### src/design/srfw_pkg.sv
// Shared definitions for the solid rectangle fill writer.
// Holds register indexes, pixel format codes, field widths and color helpers.
// No dependencies.
package srfw_pkg;

  localparam int unsigned MAX_DIM_DEF   = 4096;
  localparam int unsigned ADDR_BITS_DEF = 32;

  localparam int unsigned DIM_FIELD_W  = 13;
  localparam int unsigned CFG_INDEX_W  = 3;
  localparam int unsigned CFG_DATA_W   = 32;
  localparam int unsigned OUT_ADDR_W   = 32;
  localparam int unsigned DATA_W       = 32;
  localparam int unsigned STRIDE_W     = 16;
  localparam int unsigned FMT_W        = 4;
  localparam int unsigned BCNT_W       = 3;

  localparam logic [BCNT_W-1:0] BCNT_NONE = 3'd0;
  localparam logic [BCNT_W-1:0] BCNT_16   = 3'd2;
  localparam logic [BCNT_W-1:0] BCNT_24   = 3'd3;
  localparam logic [BCNT_W-1:0] BCNT_32   = 3'd4;

  typedef enum logic [CFG_INDEX_W-1:0] {
    CFG_BASE_ADDRESS   = 3'd0,
    CFG_REGION_WIDTH   = 3'd1,
    CFG_REGION_HEIGHT  = 3'd2,
    CFG_ROW_STRIDE     = 3'd3,
    CFG_PIXEL_FORMAT   = 3'd4,
    CFG_FILL_COLOR     = 3'd5,
    CFG_PREMULTIPLY_EN = 3'd6
  } cfg_index_t;

  typedef enum logic [FMT_W-1:0] {
    FMT_ABGR8888 = 4'd0,
    FMT_XBGR8888 = 4'd1,
    FMT_ARGB8888 = 4'd2,
    FMT_XRGB8888 = 4'd3,
    FMT_RGB888   = 4'd4,
    FMT_BGR888   = 4'd5,
    FMT_RGB565   = 4'd6,
    FMT_RGBA5551 = 4'd7,
    FMT_RGBA4444 = 4'd8
  } pix_fmt_t;

  // Bytes stored per pixel; zero marks a format code that means nothing.
  function automatic logic [BCNT_W-1:0] bytes_per_pixel(input logic [FMT_W-1:0] fmt);
    logic [BCNT_W-1:0] n;
    unique case (fmt)
      FMT_ABGR8888, FMT_XBGR8888, FMT_ARGB8888, FMT_XRGB8888: n = BCNT_32;
      FMT_RGB888, FMT_BGR888:                                  n = BCNT_24;
      FMT_RGB565, FMT_RGBA5551, FMT_RGBA4444:                  n = BCNT_16;
      default:                                                 n = BCNT_NONE;
    endcase
    return n;
  endfunction

  // floor(c * a / 255), exact for any product of two 8-bit values.
  function automatic logic [7:0] scale_by_alpha(input logic [7:0] c, input logic [7:0] a);
    logic [15:0] p;
    logic [16:0] t;
    p = c * a;
    t = {1'b0, p} + {9'd0, p[15:8]} + 17'd1;
    return t[15:8];
  endfunction

  function automatic logic [DATA_W-1:0] pack_pixel(input logic [FMT_W-1:0] fmt,
                                                   input logic [7:0] r, input logic [7:0] g,
                                                   input logic [7:0] b, input logic [7:0] a);
    logic [DATA_W-1:0] d;
    unique case (fmt)
      FMT_ABGR8888: d = {a, b, g, r};
      FMT_XBGR8888: d = {8'd0, b, g, r};
      FMT_ARGB8888: d = {a, r, g, b};
      FMT_XRGB8888: d = {8'd0, r, g, b};
      FMT_RGB888:   d = {8'd0, b, g, r};
      FMT_BGR888:   d = {8'd0, r, g, b};
      FMT_RGB565:   d = {16'd0, r[7:3], g[7:2], b[7:3]};
      FMT_RGBA5551: d = {16'd0, r[7:3], g[7:3], b[7:3], |a};
      FMT_RGBA4444: d = {16'd0, r[7:4], g[7:4], b[7:4], a[7:4]};
      default:      d = '0;
    endcase
    return d;
  endfunction

endpackage

### src/design/solid_rect_fill_writer_unit.sv
// A result word appears in the cycle after its input word is accepted.
// Throughput: one input word per cycle while the result register is not stalled, each giving at
// most one pixel write; the result register takes a new word in the same cycle that the previous one is taken.
// Reset (rst_n low, synchronous) idles the fill, empties the result register
// and loads the register defaults; premultiply comes up enabled.
// Top level of the solid rectangle fill writer: config registers, walk counters,
// color packing and the result register. Depends on srfw_pkg.
module solid_rect_fill_writer_unit #(
  parameter int unsigned MAX_DIM   = srfw_pkg::MAX_DIM_DEF,
  parameter int unsigned ADDR_BITS = srfw_pkg::ADDR_BITS_DEF
) (
  input  logic                                 clk,
  input  logic                                 rst_n,

  input  logic                                 cfg_valid,
  output logic                                 cfg_ready,
  input  logic [srfw_pkg::CFG_INDEX_W-1:0]     cfg_index,
  input  logic [srfw_pkg::CFG_DATA_W-1:0]      cfg_data,

  input  logic                                 in_valid,
  output logic                                 in_stall,
  input  logic                                 in_start_req,

  output logic                                 out_valid,
  input  logic                                 out_stall,
  output logic                                 out_write_valid,
  output logic [srfw_pkg::OUT_ADDR_W-1:0]      out_write_address,
  output logic [srfw_pkg::DATA_W-1:0]          out_write_data,
  output logic [srfw_pkg::BCNT_W-1:0]          out_byte_count,
  output logic                                 out_last_write,
  output logic                                 out_busy_res
);

  localparam int unsigned CNT_W = $clog2(MAX_DIM + 1);
  localparam int unsigned CMP_W = (CNT_W > srfw_pkg::DIM_FIELD_W) ? CNT_W
                                                                  : srfw_pkg::DIM_FIELD_W;
  localparam int unsigned OFF_W = CNT_W + 2;

  // Configuration registers.
  logic [31:0]                          base_r;
  logic [srfw_pkg::DIM_FIELD_W-1:0]     width_r;
  logic [srfw_pkg::DIM_FIELD_W-1:0]     height_r;
  logic [srfw_pkg::STRIDE_W-1:0]        stride_r;
  logic [srfw_pkg::FMT_W-1:0]           fmt_r;
  logic [31:0]                          color_r;
  logic                                 premul_r;

  // Walk state.
  logic [CNT_W-1:0]     col_r, col_nxt;
  logic [CNT_W-1:0]     row_r, row_nxt;
  logic [ADDR_BITS-1:0] row_base_r, row_base_nxt;
  logic                 active_r, active_nxt;

  // Result register.
  logic                              out_valid_r, out_valid_nxt;
  logic                              wr_valid_r, wr_valid_nxt;
  logic [srfw_pkg::OUT_ADDR_W-1:0]   wr_addr_r, wr_addr_nxt;
  logic [srfw_pkg::DATA_W-1:0]       wr_data_r, wr_data_nxt;
  logic [srfw_pkg::BCNT_W-1:0]       bcnt_r, bcnt_nxt;
  logic                              last_r, last_nxt;
  logic                              busy_r, busy_nxt;

  logic                          in_accept;
  logic [CNT_W-1:0]              w_eff, h_eff;
  logic [srfw_pkg::BCNT_W-1:0]   bpp;
  logic [7:0]                    red, green, blue, alpha;
  logic [srfw_pkg::DATA_W-1:0]   pixel;

  logic                 go;
  logic [CNT_W-1:0]     col_s, row_s, col_e, row_e, col_i;
  logic [ADDR_BITS-1:0] rb_s, rb_e, stride_a;
  logic [OFF_W-1:0]     offset;

  assign cfg_ready = 1'b1;
  assign in_stall  = out_valid_r & out_stall;
  assign in_accept = in_valid & ~in_stall;

  always_ff @(posedge clk) begin
    if (!rst_n) begin
      base_r   <= '0;
      width_r  <= '0;
      height_r <= '0;
      stride_r <= '0;
      fmt_r    <= '0;
      color_r  <= '0;
      premul_r <= 1'b1;
    end else if (cfg_valid) begin
      unique case (cfg_index)
        srfw_pkg::CFG_BASE_ADDRESS:   base_r   <= cfg_data;
        srfw_pkg::CFG_REGION_WIDTH:   width_r  <= cfg_data[srfw_pkg::DIM_FIELD_W-1:0];
        srfw_pkg::CFG_REGION_HEIGHT:  height_r <= cfg_data[srfw_pkg::DIM_FIELD_W-1:0];
        srfw_pkg::CFG_ROW_STRIDE:     stride_r <= cfg_data[srfw_pkg::STRIDE_W-1:0];
        srfw_pkg::CFG_PIXEL_FORMAT:   fmt_r    <= cfg_data[srfw_pkg::FMT_W-1:0];
        srfw_pkg::CFG_FILL_COLOR:     color_r  <= cfg_data;
        srfw_pkg::CFG_PREMULTIPLY_EN: premul_r <= cfg_data[0];
        default: ;
      endcase
    end
  end

  // Oversized dimensions saturate at MAX_DIM.
  always_comb begin
    w_eff = (CMP_W'(width_r) > CMP_W'(MAX_DIM)) ? CNT_W'(MAX_DIM) : CNT_W'(width_r);
    h_eff = (CMP_W'(height_r) > CMP_W'(MAX_DIM)) ? CNT_W'(MAX_DIM) : CNT_W'(height_r);
  end

  assign bpp      = srfw_pkg::bytes_per_pixel(fmt_r);
  assign stride_a = ADDR_BITS'(stride_r);

  always_comb begin
    alpha = color_r[31:24];
    if (premul_r) begin
      red   = srfw_pkg::scale_by_alpha(color_r[7:0], alpha);
      green = srfw_pkg::scale_by_alpha(color_r[15:8], alpha);
      blue  = srfw_pkg::scale_by_alpha(color_r[23:16], alpha);
    end else begin
      red   = color_r[7:0];
      green = color_r[15:8];
      blue  = color_r[23:16];
    end
    pixel = srfw_pkg::pack_pixel(fmt_r, red, green, blue, alpha);
  end

  always_comb begin
    col_nxt      = col_r;
    row_nxt      = row_r;
    row_base_nxt = row_base_r;
    active_nxt   = active_r;
    wr_valid_nxt = 1'b0;
    wr_addr_nxt  = '0;
    wr_data_nxt  = '0;
    bcnt_nxt     = srfw_pkg::BCNT_NONE;
    last_nxt     = 1'b0;
    busy_nxt     = 1'b0;

    go    = in_start_req | active_r;
    col_s = in_start_req ? '0 : col_r;
    row_s = in_start_req ? '0 : row_r;
    rb_s  = in_start_req ? ADDR_BITS'(base_r) : row_base_r;

    // A count that already reached a shrunken width closes that row first.
    if (col_s >= w_eff) begin
      col_e = '0;
      row_e = row_s + CNT_W'(1);
      rb_e  = rb_s + stride_a;
    end else begin
      col_e = col_s;
      row_e = row_s;
      rb_e  = rb_s;
    end
    col_i = col_e + CNT_W'(1);

    unique case (bpp)
      srfw_pkg::BCNT_32: offset = {col_e, 2'b00};
      srfw_pkg::BCNT_24: offset = {col_e, 2'b00} - {2'b00, col_e};
      default:           offset = {1'b0, col_e, 1'b0};
    endcase

    if (in_accept && go) begin
      row_base_nxt = rb_s;
      if (bpp == srfw_pkg::BCNT_NONE || w_eff == '0 || h_eff == '0 || row_s >= h_eff) begin
        active_nxt = 1'b0;
        col_nxt    = '0;
        row_nxt    = '0;
      end else if (row_e >= h_eff) begin
        active_nxt   = 1'b0;
        col_nxt      = '0;
        row_nxt      = '0;
        row_base_nxt = rb_e;
      end else begin
        wr_valid_nxt = 1'b1;
        wr_addr_nxt  = srfw_pkg::OUT_ADDR_W'(rb_e + ADDR_BITS'(offset));
        wr_data_nxt  = pixel;
        bcnt_nxt     = bpp;
        active_nxt   = 1'b1;
        if (col_i >= w_eff) begin
          col_nxt      = '0;
          row_base_nxt = rb_e + stride_a;
          if (row_e + CNT_W'(1) >= h_eff) begin
            active_nxt = 1'b0;
            row_nxt    = '0;
            last_nxt   = 1'b1;
          end else begin
            row_nxt = row_e + CNT_W'(1);
          end
        end else begin
          col_nxt      = col_i;
          row_nxt      = row_e;
          row_base_nxt = rb_e;
        end
        busy_nxt = active_nxt;
      end
    end
  end

  assign out_valid_nxt = in_accept | (out_valid_r & out_stall);

  always_ff @(posedge clk) begin
    if (!rst_n) begin
      col_r       <= '0;
      row_r       <= '0;
      row_base_r  <= '0;
      active_r    <= 1'b0;
      out_valid_r <= 1'b0;
    end else begin
      if (in_accept) begin
        col_r      <= col_nxt;
        row_r      <= row_nxt;
        row_base_r <= row_base_nxt;
        active_r   <= active_nxt;
      end
      out_valid_r <= out_valid_nxt;
    end
  end

  always_ff @(posedge clk) begin
    if (in_accept) begin
      wr_valid_r <= wr_valid_nxt;
      wr_addr_r  <= wr_addr_nxt;
      wr_data_r  <= wr_data_nxt;
      bcnt_r     <= bcnt_nxt;
      last_r     <= last_nxt;
      busy_r     <= busy_nxt;
    end
  end

  assign out_valid         = out_valid_r;
  assign out_write_valid   = wr_valid_r;
  assign out_write_address = wr_addr_r;
  assign out_write_data    = wr_data_r;
  assign out_byte_count    = bcnt_r;
  assign out_last_write    = last_r;
  assign out_busy_res      = busy_r;

endmodule

### config.mk
export PLATFORM = sky130hd
export DESIGN_NAME = solid_rect_fill_writer_unit
export DESIGN_NICKNAME = d
export VERILOG_FILES = /design/src/design/srfw_pkg.sv /design/src/design/solid_rect_fill_writer_unit.sv
export SDC_FILE = /design/constraint.sdc
export NUM_CORES = 1
export LEC_CHECK = 0
export CORE_MARGIN = 1
export CORE_UTILIZATION = 65
export DETAILED_ROUTE_END_ITERATION = 8
export DONT_BUFFER_PORTS = 1
export PLACE_DENSITY = 0.81
export SYNTH_ARGS = -nofsm -noshare
export SYNTH_HDL_FRONTEND = slang
export SYNTH_SLANG_ARGS = --single-unit
### constraint.sdc
create_clock -name clk -period 17.3 [get_ports clk]
set_clock_uncertainty 0.2 [all_clocks]
set_input_delay 0.865 -clock clk [delete_from_list [all_inputs] [get_ports clk]]
set_output_delay 0.865 -clock clk [all_outputs]
set_load 0.005 [all_outputs]
==> results.md <==
- Total CTS buffers: 29
- Register bit count reported by yosys: 244
- Layout area overhead: 4.81%
- Clock Path Buffers: 3
- Starting DRT DRC Count: 2,090
- Adder-cell share of the synthesized area: 21.8%
- Worst path arrival time: between 8 and 9 ns
- Mapped cell area: about 25,000 µm²
- Worst path required time: 17.42 ns
- Synth Flop Type: dfxtp_1
- Number of post-CTS setup repair buffers: 0
- P_sw: 380 µW
- Gr usage total: 35.5%
- Async S/R FF share, synth: 0%
- Post-Synth XOR/XNOR Area: about 6.3%
- Vias per cell: approximately 6.5
- DR WL/cell: 20.1 µm
- Slowest cell on crit path: nor4b_1
- Most common cell after layout, fill and taps aside: nand2_1
- Clock Tree Root: clkbuf_16
- Slowest stage delay, CP: 0.78 ns
- Hold buffer count at cts: 0
- Post-synth EDFFs: 70
- Final min period: ~7.9 ns
- Register area share after synthesis: 22.7%
- Nets: around 3,300
- I/O Pins: 114
- Worst-margin pin slew: ~1.1 ns
- Global-route wire length before repair: between 100,000 and 150,000 µm
- Worst slew margin: between 20% and 30%
- Detailed-route wire length: 69,100 µm
- CTS tree: done
- Sequential power share: 44.4%
- Clock Power Share: a little under half
- Setup TNS: 0 ns
- Combinational power share: 9.7%
- VDD IR max: 0.0744 mV
- CP Launch Type: flop
- Largest family of logic cells by synthesized area: adder cells
- Post-synthesis compound-gate area fraction: 19.8%
- Syn Nets: about 3,400
- Die X: 196 µm
- Worst-path maximum fanout: 27
- Post-route clock period utilization: 45.8%
- Placeable core region: 36,900 µm²
- Antenna-violating nets left: 0
- RSZ-0062 raised after global routing: no
- H-tree levels: 1
- Most frequent cells in the layout: 468 x nand2_1, 249 x ha_1, 242 x a21oi_1
- Row Count: 70
- CP Capture Type: flop
- Post-synthesis simple-gate area fraction: 20.7%
- Clk_lat worst skew: 0.58 ns
- Initial Util: 66.6%
- Synth cell types: ~100
- Port Buffers: 0
- CP most frequent cell: inv_1
- Internal: 1.01 mW
- Pin count of the biggest net entering global routing: 92
- Hold Crit Class: in2reg
- Status: complete, no violations
- Layout cells sized above 1: 5.51%
- CTS clock-pin slew for the worst setup and hold paths: 0.07 ns
- Initial antenna violation count: 0
- Hold Fails Final Rpt: 0
- FMAX: approximately 130 MHz
- Switch share: 27.4%
- Congestion Overflow GR: 0
- Count of final setup violators: 0
- Final instance area: about 26,000 µm²
- Number of remaining DRC errors: 0
- Power density cells: approximately 54 nW/µm²
- Synthesized instance count: slightly above 3,000
- Pleak: approximately 11 nW
- Vias: approximately 22,000
- Slew Viols, Final: 0
- Max Cap Viol: 0
- Cts repair resizes: 0
- Number of global-route vias before repair: 21,805
- Die Footprint: 38,600 µm²
- Hpwl dp: 51,400 µm
- Post-DP Area: 24,800 µm²
- Mux contribution to synthesized area: 2.58%
- Sink Count: 244
- Crit Path Category: reg2reg
- Die H: approximately 200 µm
- DRT Pass-1 Iters: 6
- Synth Area per Inst: 8.14 µm²
- Synth Warn #: 0
- Final GP Congestion: 0.986
logic make-up after synthesis:
group | count (synthesis)
flip-flops | 244
multiplexers | 60
AND/OR/NAND/NOR | 1069
AO/OA/AOI/OAI | 729
XOR/XNOR | 172
other | 1
buffers and inverters | 382
adder cells (fa/ha/maj) | 361
flip-flops by register name, summed over array words and instances, names as in the netlist, 16 cells and up:
| signal | count |
|---|---|
| base_r | 32 |
| color_r | 32 |
| out_write_address | 32 |
| out_write_data | 32 |
| row_base_r | 32 |
| stride_r | 16 |
layer usage:
layer	part of all wire, %	up-vias	wire, µm	GRT usage, %
met5	0	-	0	0
met4	4.0	0	2790	14.9
met3	9.0	209	6180	6.52
met2	46	985	31800	58.2
met1	41	10670	28300	46.0
li1	-	10351	-	-
synthesized netlist by cell type, types with 70 or more instances:
library cell,number,area share [%]
fa_1,111,9.0
ha_1,249,13
a21oi_1,242,4.9
and2_1,109,2.8
dfxtp_1,174,14
o21ai_0,79,1.6
nand2_1,468,7.1
clkbuf_1,137,2.1
xnor2_1,102,3.6
nor2_1,190,2.9
inv_1,208,3.2
edfxtp_1,70,8.6
area by class of cell:
| cell class | count | area [µm²] |
|---|---|---|
| timing repair buffer | 24 | 180 |
| sequential | 244 | 5590 |
| inverter | 210 | 791 |
| tap | 504 | 631 |
| clock buffer | 32 | 757 |
| clock inverter | 22 | 230 |
| antenna | 1 | 2.50 |
| fill | 2957 | 11100 |
| multi-input combinational | 2392 | 17600 |
metrics by stage:
step                      hold WS (ns)  power [mW]  utilization (%)  setup WS [ns]  instances
after CTS                        0.143        1.39             69.8           9.50       3428
final                            0.174        1.39             69.9           9.37       3429
after global placement           0.239       0.754             67.2           9.71       3374
after detailed placement         0.249       0.758             67.2           9.54       3374
after floorplan                  0.233       0.726                -           9.07       3018
after global routing             0.154        1.42             69.8           8.82       3428
power by group through the flow:
stage	sequential (mW)	combinational, mW	clock, mW
after detailed placement	0.628	0.131	0
after global routing	0.617	0.146	0.662
after global placement	0.627	0.127	0
after CTS	0.615	0.132	0.639
after floorplan	0.621	0.105	0
final	0.615	0.135	0.637
worst paths after layout:
path	from	end	slack, ns	cells after the start
max	color_r[26]$_SDFFE_PN0P_	out_write_data[15]$_SDFFCE_PP0P_	9.37	26
min	rst_n	premul_r$_SDFFE_PN1P_	0.17	1
max reg2reg	color_r[26]$_SDFFE_PN0P_	out_write_data[15]$_SDFFCE_PP0P_	9.37	26
min reg2reg	base_r[5]$_SDFFE_PN0P_	base_r[5]$_SDFFE_PN0P_	0.26	2
worst max-delay path: cells and delay by family, from the launching register on:
family,cells,cell delay [ns]
adders and majority gates,6,2.61
AOI/OAI and AO/OA,8,1.88
and+or+nand+nor,5,1.60
buffers and inverters,6,0.62
xor gates and xnor gates,1,0.45
DFF,1,0.31
(Power assumes the default switching activity.)
